### src/rtl/crou_pkg.sv
// ----------------------------------------------------------------------------
// crou_pkg: shared types for the Cholesky rank-one update core
// Word layout, decoded work-kind codes and the queue head struct.
// ----------------------------------------------------------------------------
package crou_pkg;

    localparam int IDX_W     = 6;
    localparam int DATA_W    = 32;
    localparam int S_TDATA_W = 48;
    localparam int WORK_DEPTH = 64;

    typedef enum logic [1:0] {
        OP_LOAD_V = 2'd0,
        OP_FACTOR = 2'd1,
        OP_LOAD_Y = 2'd2,
        OP_Z      = 2'd3
    } op_t;

    // decoded kind of a queued word
    typedef enum logic [1:0] {
        K_LOAD = 2'd0,
        K_DIAG = 2'd1,
        K_OFFD = 2'd2,
        K_ZEL  = 2'd3
    } kind_t;

    typedef struct packed {
        kind_t                    kind;
        logic [IDX_W-1:0]         row;
        logic [IDX_W-1:0]         col;
        logic signed [DATA_W-1:0] value;
    } item_t;

    typedef struct packed {
        logic  valid;
        item_t item;
    } head_t;

endpackage

### src/rtl/crou_front.sv
// ----------------------------------------------------------------------------
// crou_front: input side
// Takes stream words, decodes them and queues work for the back end.
// ----------------------------------------------------------------------------
module crou_front (
    input  logic                             clk,
    input  logic                             rst_n,
    input  logic                             s_tvalid,
    output logic                             s_tready,
    // operation[1:0], row[7:2], col[13:8], value[45:14], zero pad
    input  logic [crou_pkg::S_TDATA_W-1:0]   s_tdata,
    output crou_pkg::head_t                  head,
    input  logic                             pop
);

    crou_pkg::item_t ent_reg [2];
    logic            wr_ptr_reg, wr_ptr_next;
    logic            rd_ptr_reg, rd_ptr_next;
    logic [1:0]      cnt_reg, cnt_next;

    crou_pkg::item_t in_item;
    logic            keep;
    logic            push;

    always_comb
    begin
        in_item.row   = s_tdata[7:2];
        in_item.col   = s_tdata[13:8];
        in_item.value = s_tdata[45:14];
        in_item.kind  = crou_pkg::K_LOAD;
        keep          = 1'b1;
        unique case (crou_pkg::op_t'(s_tdata[1:0]))
            crou_pkg::OP_LOAD_V, crou_pkg::OP_LOAD_Y:
                in_item.kind = crou_pkg::K_LOAD;
            crou_pkg::OP_FACTOR:
            begin
                if (s_tdata[7:2] == s_tdata[13:8])
                    in_item.kind = crou_pkg::K_DIAG;
                else
                    in_item.kind = crou_pkg::K_OFFD;
                // above the diagonal: dropped here
                keep = (s_tdata[7:2] >= s_tdata[13:8]);
            end
            crou_pkg::OP_Z:
                in_item.kind = crou_pkg::K_ZEL;
            default:
                in_item.kind = crou_pkg::K_LOAD;
        endcase
    end

    assign s_tready   = (cnt_reg != 2'd2);
    assign push       = s_tvalid && s_tready && keep;
    assign head.valid = (cnt_reg != 2'd0);
    assign head.item  = ent_reg[rd_ptr_reg];

    always_comb
    begin
        wr_ptr_next = wr_ptr_reg ^ push;
        rd_ptr_next = rd_ptr_reg ^ pop;
        cnt_next    = cnt_reg + {1'b0, push} - {1'b0, pop};
    end

    always_ff @(posedge clk or negedge rst_n)
    begin
        if (!rst_n)
        begin
            wr_ptr_reg <= 1'b0;
            rd_ptr_reg <= 1'b0;
            cnt_reg    <= 2'd0;
        end
        else
        begin
            wr_ptr_reg <= wr_ptr_next;
            rd_ptr_reg <= rd_ptr_next;
            cnt_reg    <= cnt_next;
        end
    end

    always_ff @(posedge clk)
    begin
        if (push)
            ent_reg[wr_ptr_reg] <= in_item;
    end

endmodule

### config.mk
export PLATFORM = sky130hd
export DESIGN_NAME = crou_front
export DESIGN_NICKNAME = d
export VERILOG_FILES = /design/src/rtl/crou_pkg.sv /design/src/rtl/crou_front.sv
export SDC_FILE = /design/constraint.sdc
export NUM_CORES = 1
export LEC_CHECK = 0
export BUFFER_PORTS_ARGS = -buffer_cell sky130_fd_sc_hd__buf_2
export CAP_MARGIN = 20
export CORE_MARGIN = 1.5
export CORE_UTILIZATION = 50
export DETAILED_ROUTE_END_ITERATION = 7
export PLACE_DENSITY_LB_ADDON = 0.12
export SLEW_MARGIN = 10
export SYNTH_ARGS = -nofsm -noshare
export SYNTH_HDL_FRONTEND = slang
export SYNTH_SLANG_ARGS = --single-unit
export TNS_END_PERCENT = 50
### constraint.sdc
create_clock -name clk -period 3.1 [get_ports clk]
set_input_delay 0.155 -clock clk [delete_from_list [all_inputs] [get_ports clk]]
set_output_delay 0.155 -clock clk [all_outputs]
set_load 0.02 [all_outputs]
-- After elaboration in Yosys (flattened, before gate mapping)
Memory sizes are Yosys's and may differ from the RTL's.
Cells that the tools add are included.
- logic and storage cells: 24
- latch bits: 0
- output and inout bits: 48
- register bits: 4
- memories: 1
- memory bits (writable): 92
- bits of input ports: 52
- bits in read-only memories: 0
- $lt $le $gt $ge: 1
- add/sub/neg operators: 2
- multipliers: 0
- shift operators: 0
- divide/modulo/power cells: 0
- reductions and logical operators: 5
- bitwise logic cells: 2
- equal/unequal tests: 5
- multiplexer cells: 5
- memories (memory ; words ; bits a word ; rd ports ; clocked after Yosys merged registers in ; write ports ; line ; text):
    ent_reg ; 2 ; 46 ; 1 ; 0 ; 1 ; crou_front.sv:16 ; crou_pkg::item_t ent_reg [2];
- operator list (cell ; number):
    $eq A6 B6 Y1 ; 1
    $ge A6 B6 Y1 ; 1
    $pmux W2 S3 ; 1
    $eq A2 B2 Y1 const B ; 2
    $mux W1 ; 3
    $add A2 B1 Y2 ; 1
    $eq A2 B1 Y1 const B ; 1
    $logic_and A1 B1 Y1 ; 2
    $logic_not A2 Y1 ; 1
    $mux W2 ; 1
    $ne A2 B2 Y1 const B ; 1
    $reduce_bool A2 Y1 ; 1
    $reduce_or A2 Y1 ; 1
    $sub A2 B1 Y2 ; 1
    $xor A1 B1 Y1 ; 2

-- Logic depth before layout (Yosys ltp)
Gate-level depths: netlist of the first run.
- depth after elaboration: 5
- mapped depth: 10
- depth with buffers taken out: 10

-- Least setup slack after synthesis of the first run
No wires, ideal clock.
- path kind: input to register
- from: in s_tdata[13] in the netlist's numbering
- to: mem ent_reg[1][0] in the netlist's numbering (enable)
- buffers on the path: 0
- cell stages on the path: 6
- arrival: 2098 ps
- slack: 594 ps
- path through: inv_1 ha_1 nand4_1 a31oi_1 o211a_1 ha_1
- word-level cells in the longest chain between the ends: 5
- ends and longest elaborated chain (what ; line ; text):
    start, declared ; crou_front.sv:11 ; input logic [crou_pkg::S_TDATA_W-1:0] s_tdata,
    $ge A6 B6 Y1 ; crou_front.sv:42 ; keep = (s_tdata[7:2] >= s_tdata[13:8]);
    $mux W1 ; crou_front.sv:32 ; unique case (crou_pkg::op_t'(s_tdata[1:0]))
    $logic_and A1 B1 Y1 ; crou_front.sv:52 ; assign push = s_tvalid && s_tready && keep;
    $mux W1 ; crou_front.sv:81 ; if (push)
    $mux W1 (implied by the code) ; crou_front.sv:82 ; ent_reg[wr_ptr_reg] <= in_item;
    end, declared ; crou_front.sv:16 ;
Every way passes these cells.

-- Final worst setup path of the first run
- from: in s_tdata[7] in the netlist's numbering
- to: mem ent_reg[0][11] in the netlist's numbering (enable)
Same word-level chain as after synthesis.

==> impl_results.md, run 1 <==
* Outcome: finished, final reports clean
* Worst r2r dst: ent_reg[0][11]
* Clk pin slew, worst setup/hold paths at 0.08 ns
* Global-route wire length before repair at around 10000 µm
* DR vias/cell at ~4.8
* Final #Nets at 394
* Max FO, Critical Path at 46
* Tightest Pin Transition at 0.726 ns
* Finish-stage setup viols at 0
* Mapped Cells at 187
* Total number of vias at approximately 2100
* Top Ports at 100
* Layout cell share with drive strength beyond 1 at 47.8%
* P&R area growth vs syn at 30.6%
* Hold Path End: ent_reg[0][32]
* Overflow left after global routing at 0
* Sink Count at 96
* Max Buffers Root-to-Sink at 2
* Commonest non-fill, non-tap cells in the layout: buf_2 (97), edfxtp_1 (92), dlygate4sd3_1 (39)
* HPWL after DPL at approximately 3900 µm
* Mapped Avg Cell Area at 20.5 µm²
* LEAKAGE at 0.00202 µW
* Gate power share at 37.2%
* Die Ht at 90.6 µm
* Startpoint Class: input pin
* Fmax at 454 MHz
* Hold Fails Final Rpt at 0
* Starting Density at a little over half
* Final min period at between 2 and 2.5 ns
* Row count at 31
* Port bufs at 97
* Hold path cells at 1
* Drt pass-1 iters at 4
* Syn_nets at 249
* Initial antenna violation count at 0
* Post-CTS Setup Bufs at 0
* R2r setup slk at 1.57 ns
* Max reg flops at 92
* Root Driver: clkbuf_8
* Synth Cell Area at around 3800 µm²
* Max_cap viols at 0
* Period utilization at 71.1%
* Setup TNS at 0 ns
* Core area at 7330 µm²
* CTS tree: yes
* Inserted Clock Buffers at 9
* Cell Chain, Critical Path: dlygate4sd3_1, buf_2, ha_1, nand4_1, a31oi_1, o211a_1, ha_2, buf_12
* Vias in the first global route at 2256
* N_diodes at 0
* CP delay by family, top: buffers and inverters
* Crit-path slowest cell: dlygate4sd3_1
* Library cells used by synthesis at 23
* DR WL/cell at 14.3 µm
* FF-to-FF path depth at 4
* Min-delay src: s_tdata[8]
* DRC viols at 0
* Post-synthesis register bit count at between 90 and 100
* Worst skew pair latency at between 0.3 and 0.4 ns
* DIE WIDTH at roughly 90 µm
* RSZ-0062 raised after global routing: no
* WHS at ~0.018 ns
* Multi-input gate area at ~900 µm²
* Int Power at 2750 µW
* Commonest non-fill, non-tap cell in the layout: buf_2
* Switch share at 32.3%
* Pin count of the biggest net entering global routing at 47
* WS Path Type: input pin to flop
* Pwr per Cell Area at 811 nW/µm²
* Max IR drop VDD at 0.812 mV
* Die area at 8200 µm²
* Fillcell total at between 500 and 600
* YS warnings at 0
* Worst Skew at 0.00833 ns
* Crit path DAT at 2.23 ns
* Clock share of power at approximately 17%
* H-tree depth at 3
* Sequential share of power at 46.2%
* Reg-to-reg startpoint: cnt_reg[1]
* Tot GR Track Use at 16.5%
* DRT iter0 DRCs at 96
* Type of the worst min-delay path: input pin to flop
* Final GP Congestion at 0.691
* P_sw at 1310 µW
* FF/Latch Area at 2860 µm²
* Critical path required time at 3.13 ns
* Slew Limit Fails at 0
* Final WL at 6220 µm
* Total power at 4060 µW
* DRT antenna net count at 0
* WP buf/inv at 3
* Relative slew slack at 51.6%
* CP endpoint kind: flop
* Layout Utilization at between 60% and 70%
* Seq/Total Area, Yosys at 74.6%
* Max incr delay on CP at 0.55 ns
-- area by class of cell --
cell class	count	share of cell area (%)
clock inverters	2	0.325
repair buffers	139	18.7
clock buffers	14	2.85
well taps	99	2.47
flip-flops and latches	96	57.2
multi-input cells	75	17.7
inverters	11	0.824
-- kinds of logic (layout without fill, tap and decap cells) --
group / after synthesis / count (layout) / share of synthesized area (%)
buffers and inverters: 16 / 166 / 2.38
AND/OR/NAND/NOR: 9 / 9 / 1.21
flip-flops: 96 / 96 / 74.6
AO/OA/AOI/OAI: 7 / 7 / 1.37
XOR/XNOR: 3 / 3 / 0.685
multiplexers: 46 / 46 / 16.4
adder cells (fa/ha/maj): 10 / 10 / 3.26
-- worst max path at each step --
stage	startpoint	slack (ns)	endpoint	cells after the start
after floorplan	s_tdata[13]	0.59	ent_reg[1][0]	6
after global placement	s_tdata[13]	1.09	ent_reg[0][12]	8
after detailed placement	s_tdata[13]	1.07	ent_reg[0][7]	8
after CTS	s_tdata[13]	0.89	cnt_reg[1]	12
after global routing	s_tdata[13]	0.75	cnt_reg[1]	12
final	s_tdata[7]	0.90	ent_reg[0][11]	8
-- Yosys cell counts (all sizes together) --
library cell | count | area share, %
nand2b | 2 | 0.33
or2 | 1 | 0.16
a31oi | 1 | 0.16
o21a | 1 | 0.20
xnor2 | 2 | 0.46
nor2b | 1 | 0.16
edfxtp | 92 | 72
inv | 11 | 1.1
o2111ai | 1 | 0.23
dfrtp | 4 | 2.6
nor2 | 1 | 0.098
o211a | 1 | 0.26
buf | 5 | 1.3
a21oi | 1 | 0.13
nand2 | 3 | 0.29
mux2 | 46 | 16
o211ai | 1 | 0.20
a21boi | 1 | 0.20
nand4 | 1 | 0.16
xor2 | 1 | 0.23
ha | 10 | 3.3
-- power groups by stage --
stage | sequential (µW) | combinational (µW) | clock [µW]
2_1_floorplan | 1820 | 1160 | 0
3_3_place_gp | 1900 | 1490 | 0
3_5_place_dp | 1910 | 1500 | 0
4_1_cts | 1880 | 1540 | 698
5_1_grt | 1910 | 1620 | 742
6_report | 1880 | 1510 | 672
-- through the flow --
step                cell area, µm²  setup WS [ns]  instances
floorplan                     3830          0.594        187
global placement              4460           1.09        381
detailed placement            4460           1.07        381
CTS                           5010          0.890        436
global route                  5010          0.752        436
finish                        5010          0.896        436
-- repair_timing --
| item | in CTS | in global routing |
|---|---|---|
| hold endpoints to repair | 77 | 0 |
| resized for setup | 0 | 0 |
| hold buffers | 39 | 0 |
-- routing by layer --
| layer | part of all wire [%] | up-vias | global-route usage, % |
|---|---|---|---|
| li1 | - | 1006 | - |
| met1 | 40 | 1019 | 18.0 |
| met2 | 51 | 69 | 28.9 |
| met3 | 5.9 | 18 | 3.79 |
| met4 | 3.6 | 0 | 10.6 |
| met5 | 0 | - | 0 |
Power figures use the tool's default switching activity.
==> run 2: changes to the inputs <==
- ABC_AREA: not set -> 1
- CORE_UTILIZATION: 50 -> 47
- clock period: 3.1 -> 1.9 ns (I/O delays scaled with it)
==> run 2 against run 1 <==
Die area rose by 7.0%. Final area rose by 4.0%. Worst setup slack got worse by 0.77 ns. Critical path type is now flop to primary output. Critical endpoint is now head[38].
==> impl_results.md, run 2 <==
* P_sw at roughly 2300 µW
* Top Ports at 100
* Finish-stage setup viols at 0
* DIE WIDTH at about 94 µm
* Crit path DAT at approximately 1.7 ns
* Hold Fails Final Rpt at 0
* Period utilization at 93.6%
* Crit-path slowest cell: dfrtp_2
* Post-synth EDFFs at 92
* Root Driver: clkbuf_8
* Drt pass-1 iters at 4
* WP buf/inv at 2
* Initial antenna violation count at 0
* CP endpoint kind: primary output
* Vias in the first global route at 2269
* Worst Skew at 0.00837 ns
* Final min period at 1.78 ns
* Final Instance Area at 5210 µm²
* Total placed cells including tap cells at 405
* Max reg flops at 92
* Tightest Pin Transition at around 0.32 ns
* Final GP Congestion at 0.672
* Startpoint Class: flop
* Synth area leader: edfxtp_1
* Worst skew pair latency at roughly 0.35 ns
* DRT iter0 DRCs at 49
* Final #Nets at 422
* Die Ht at between 90 and 100 µm
* Overflow left after global routing at 0
* Mapped Cells at 202
* Syn_nets at 264
* Post-CTS Setup Bufs at 0
* Layout cell share with drive strength beyond 1 at roughly 47%
* Final WL at 6770 µm
* Commonest non-fill, non-tap cell in the layout: buf_2
* Synth top area cells: edfxtp_1 (71%), mux2_4 (12%), mux2_2 (4.7%)
* Pin count of the biggest net entering global routing at 22
* Layout Utilization at 66.4%
* DRC viols at 0
* Synth top area share at 71.4%
* DR WL/cell at 14.5 µm
* HPWL after DPL at 4300 µm
* Crit path launch: rd_ptr_reg
* Slew Limit Fails at 0
* Synth Cell Area at 3870 µm²
* Library cells used by synthesis at 17
* Fmax at ~560 MHz
* Max incr delay on CP at ~0.57 ns
* CTS tree: yes
* Max Buffers Root-to-Sink at 2
* Int Power at 4590 µW
* Max FO, Critical Path at 19
* Type of the worst min-delay path: input pin to async pin
* Count leader, synth: edfxtp_1
* Post-cts resize count at 0
* DRT antenna net count at 0
* DR vias/cell at about 4.7
* Synth cell count leaders: edfxtp_1 (92), mux2_4 (30), inv_1 (18), mux2_2 (16), nand2_1 (15)
* P&R area growth vs syn at 34.7%
* LEAKAGE at around 0.0022 µW
* WS Path Type: flop to primary output
* Switch share at 33.0%
* Gate power share at 39.5%
* Cell Chain, Critical Path: buf_12, mux2_2, buf_2
* Final std cells w/o fill at 467
* Inserted Clock Buffers at 9
* Pwr per Cell Area at 1310 nW/µm²
* Sequential share of power at 43.7%
* Clock share of power at between 10% and 20%
* Core area at 7850 µm²
* Clk pin slew, worst setup/hold paths at 0.09 ns
* YS warnings at 0
* CTS Hold Bufs at 46
* Total number of vias at between 2000 and 2500
* Mapped Avg Cell Area at 19.1 µm²
* Tot GR Track Use at 16.6%
* Async set-reset flop share out of synthesis at 4.17%
* Global-route wire length before repair at 10600 µm
* Seq/Total Area, Yosys at between 70% and 80%
* CP delay by family, top: flip-flops
* Outcome: finished, final reports clean
* Max_cap viols at 0
* Starting Density at 49.3%
* Port bufs at 97
* Total power at between 6000 and 7000 µW
* Critical path required time at 1.80 ns
* Max IR drop VDD at 0.632 mV
* Sink Count at 96
* RSZ-0062 raised after global routing: no
* N_diodes at 0
* Post-DP Area at 4580 µm²
* H-tree depth at 3
* Reg-to-reg startpoint: cnt_reg[1]
* Commonest non-fill, non-tap cells in the layout: buf_2 (97), edfxtp_1 (92), dlygate4sd3_1 (46)
* Row count at 32
* Most used DFF post-synth: edfxtp_1
* Relative slew slack at 78.6%
* Die area at 8780 µm²
* Post-synthesis register bit count at 96
## run 2: cell count changes after synthesis, sizes merged, moves of 2 or more
cell	change
nor2	+3
nand2	+12
nand2b	-2
inv	+7
## run 2: final timing paths
| path | to | slack, ns | cells after the start |
|---|---|---|---|
| max in group asynchronous | rd_ptr_reg | 1.69 | 2 |
| worst min register to register | cnt_reg[0] | 0.53 | 1 |
| worst min-delay path | cnt_reg[1] | 0.06 | 2 |
| worst max register to register | ent_reg[1][32] | 0.37 | 5 |
| worst max-delay path | head[38] | 0.12 | 3 |
| min in group clk | ent_reg[0][45] | 0.11 | 2 |
## run 2: metal layers
layer / vias to the layer above / global-route usage [%] / share of wire (%)
met5: - / 0 / 0
li1: 1059 / - / -
met3: 12 / 5.18 / 5.8
met4: 0 / 7.46 / 2.1
met2: 61 / 29.3 / 52
met1: 1053 / 18.1 / 40
## run 2: logic make-up (layout without fill, tap and decap cells)
group / count (synthesis) / count (layout) / synth area share [%]
AOI/OAI and AO/OA: 3 / 3 / 0.583
xor gates and xnor gates: 3 / 3 / 0.680
adders and majority gates: 10 / 10 / 3.24
buffers and inverters: 23 / 186 / 3.04
DFF: 96 / 96 / 74.0
muxes: 46 / 46 / 16.3
and+or+nand+nor: 21 / 21 / 2.13
## run 2: power groups by stage
| stage | registers, µW | clock network [µW] | logic, µW |
|---|---|---|---|
| 6_report | 2990 | 1150 | 2710 |
| 5_1_grt | 3040 | 1280 | 2900 |
| 4_1_cts | 3000 | 1190 | 2740 |
| 3_5_place_dp | 3050 | 0 | 2670 |
| 3_3_place_gp | 3030 | 0 | 2650 |
| 2_1_floorplan | 2970 | 0 | 1910 |
## run 2: final cells by class
cell class / count / area (µm²)
tap: 102 / 128
fill: 596 / 2640
sequential: 96 / 2860
inverter: 18 / 67.6
clock inverter: 6 / 43.8
clock buffer: 10 / 128
multi-input combinational: 83 / 892
timing repair buffer: 152 / 1090
## run 2: stage by stage
step | TNS (ns) | hold slack (ns) | worst slack [ns]
after floorplan | -10.16 | -0.201 | -0.110
after global placement | 0 | -0.0923 | 0.0197
after detailed placement | -5.74 | -0.0906 | -0.0766
after CTS | 0 | 0.0495 | 0.0877
after global routing | 0 | 0.0574 | 0.0328
final | 0 | 0.0638 | 0.122
==> run 3: changes to the inputs <==
- ABC_AREA: 1 -> 0
- BUFFER_PORTS_ARGS: -buffer_cell sky130_fd_sc_hd__buf_2 -> -buffer_cell sky130_fd_sc_hd__buf_4
==> run 3 against run 2 <==
Worst hold slack improved by 0.0039 ns. Die area decreased by 0.81%. Core utilization increased by 3.3 points. Highest routed layer unchanged.
==> impl_results.md, run 3 (synthesis gave the netlist of run 1 again) <==
* Outcome: finished, final reports clean
* WS Path Type: flop to primary output
* Critical path required time at 1.80 ns
* Pin count of the biggest net entering global routing at 22
* Hold Fails Final Rpt at 0
* GRT busiest layer: met2
* Global-route wire length before repair at 10100 µm
* HPWL after DPL at ~4200 µm
* Inserted Clock Buffers at 9
* Max IR drop VDD at 0.731 mV
* DRC viols at 0
* Starting Density at 49.1%
* Overflow left after global routing at 0
* Layout cell share with drive strength beyond 1 at 49.0%
* LEAKAGE at 0.00220 µW
* DR vias/cell at 4.66
* P&R area growth vs syn at 41.8%
* Root Driver: clkbuf_8
* Final GP Congestion at roughly 0.73
* Max Buffers Root-to-Sink at 2
* R2r setup slk at 0.38 ns
* N_diodes at 0
* GR Layer Usage met1 at between 10% and 20%
* Total power at 7250 µW
* Max_cap viols at 0
* Layout Utilization at 69.7%
* Type of the worst min-delay path: input pin to async pin
* Vias in the first global route at 2152
* DRT antenna net count at 0
* Setup TNS at 0 ns
* Initial antenna violation count at 0
* Max FO, Critical Path at 18
* Final #Nets at 406
* Commonest non-fill, non-tap cells in the layout: buf_4 (99), edfxtp_1 (92), dlygate4sd3_1 (46)
* Max reg flops at 92
* Slew Limit Fails at 0
* Crit path DAT at about 1.7 ns
* Final min period at ~1.8 ns
* Fmax at 563 MHz
* Fillcell total at around 560
* Met2 GRT Util at between 20 and 30%
* CTS tree: yes
* Row count at 32
* H-tree depth at 3
* DIE WIDTH at 93.3 µm
* Die Ht at 93.3 µm
* Core area at 7810 µm²
* Sink Count at 96
* Tot GR Track Use at about 16%
* Total number of vias at ~2100
* CP endpoint kind: primary output
* Die area at 8710 µm²
* Port bufs at 97
* Final WL at 6430 µm
* Commonest non-fill, non-tap cell in the layout: buf_4
* DR WL/cell at 14.3 µm
* Relative slew slack at 83.1%
* DRT iter0 DRCs at 45
* Tightest Pin Transition at 0.253 ns
* Top Ports at 100
* Pwr per Cell Area at 1330 nW/µm²
* Worst Skew at 0.00764 ns
* Period utilization at 93.5%
* Finish-stage setup viols at 0
* Worst skew pair latency at 0.35 ns
* Clk pin slew, worst setup/hold paths at 0.08 ns
* Total placed cells including tap cells at 389
* GR Util met3 at 4.39%
* Final std cells w/o fill at 451
* Drt pass-1 iters at 4
* Startpoint Class: flop
* RSZ-0062 raised after global routing: no
## run 3: changes by cell type in the layout (fill, tap and decap cells not counted), sizes merged, moves of 2 or more
cell      before  now
nand2b         0    2
nand2         15    3
nor2           4    1
inv           19   13
clkinvlp       3    1
## run 3: cell type report
class	instances	area, µm²	share of cell area, %
Clock buffer	9	124	2.28
Clock inverter	7	70.1	1.29
Inverter	11	41.3	0.759
Multi-Input combinational cell	75	886	16.3
Sequential cell	96	2870	52.7
Tap cell	102	128	2.35
Timing Repair Buffer	151	1320	24.3
## run 3: path summary, 6_finish.rpt
path                       startpoint              to  cells after the start
max                        rd_ptr_reg        head[45]                      3
min reg2reg                cnt_reg[1]      cnt_reg[1]                      1
max in group asynchronous       rst_n      rd_ptr_reg                      2
min in group clk           s_tdata[1]  ent_reg[1][44]                      2
max reg2reg                cnt_reg[1]      cnt_reg[1]                      7
min                             rst_n      cnt_reg[1]                      2
## run 3: where the power goes
group / internal, µW / leakage [µW] / total, µW / switching [µW]
registers: 2840 / 0.000896 / 3010 / 172
logic: 1550 / 0.00121 / 2960 / 1410
clock network: 610 / 0.0000998 / 1290 / 675
total: 4990 / 0.00220 / 7250 / 2260
## run 3: worst max-delay path: stages, from the launching register on
cell and delay [ns]:
dfrtp_4 0.58, buf_12 0.22, mux2_2 0.36, buf_4 0.16
## run 3: metrics by stage
step | setup WS, ns | instance area [µm²] | hold slack [ns]
after floorplan | -0.0796 | 3840 | -0.201
after global placement | 0.0225 | 4780 | -0.106
after detailed placement | -0.0259 | 4780 | -0.103
after CTS | 0.0285 | 5440 | 0.0488
after global routing | 0.0498 | 5440 | 0.0643
final | 0.124 | 5440 | 0.0677
## run 3: metal layers
| layer | share of wire, % | routed length (µm) |
|---|---|---|
| met3 | 5.1 | 328 |
| met1 | 42 | 2690 |
| met5 | 0 | 0 |
| met2 | 51 | 3250 |
| met4 | 2.5 | 164 |
## run 3: timing repair
item | 4_1_cts | 5_1_grt
gates resized for setup | 0 | 1
hold buffers | 46 | 0
setup endpoints to repair | 0 | 11
hold endpoints to repair | 93 | 0
buffers inserted | 0 | 0
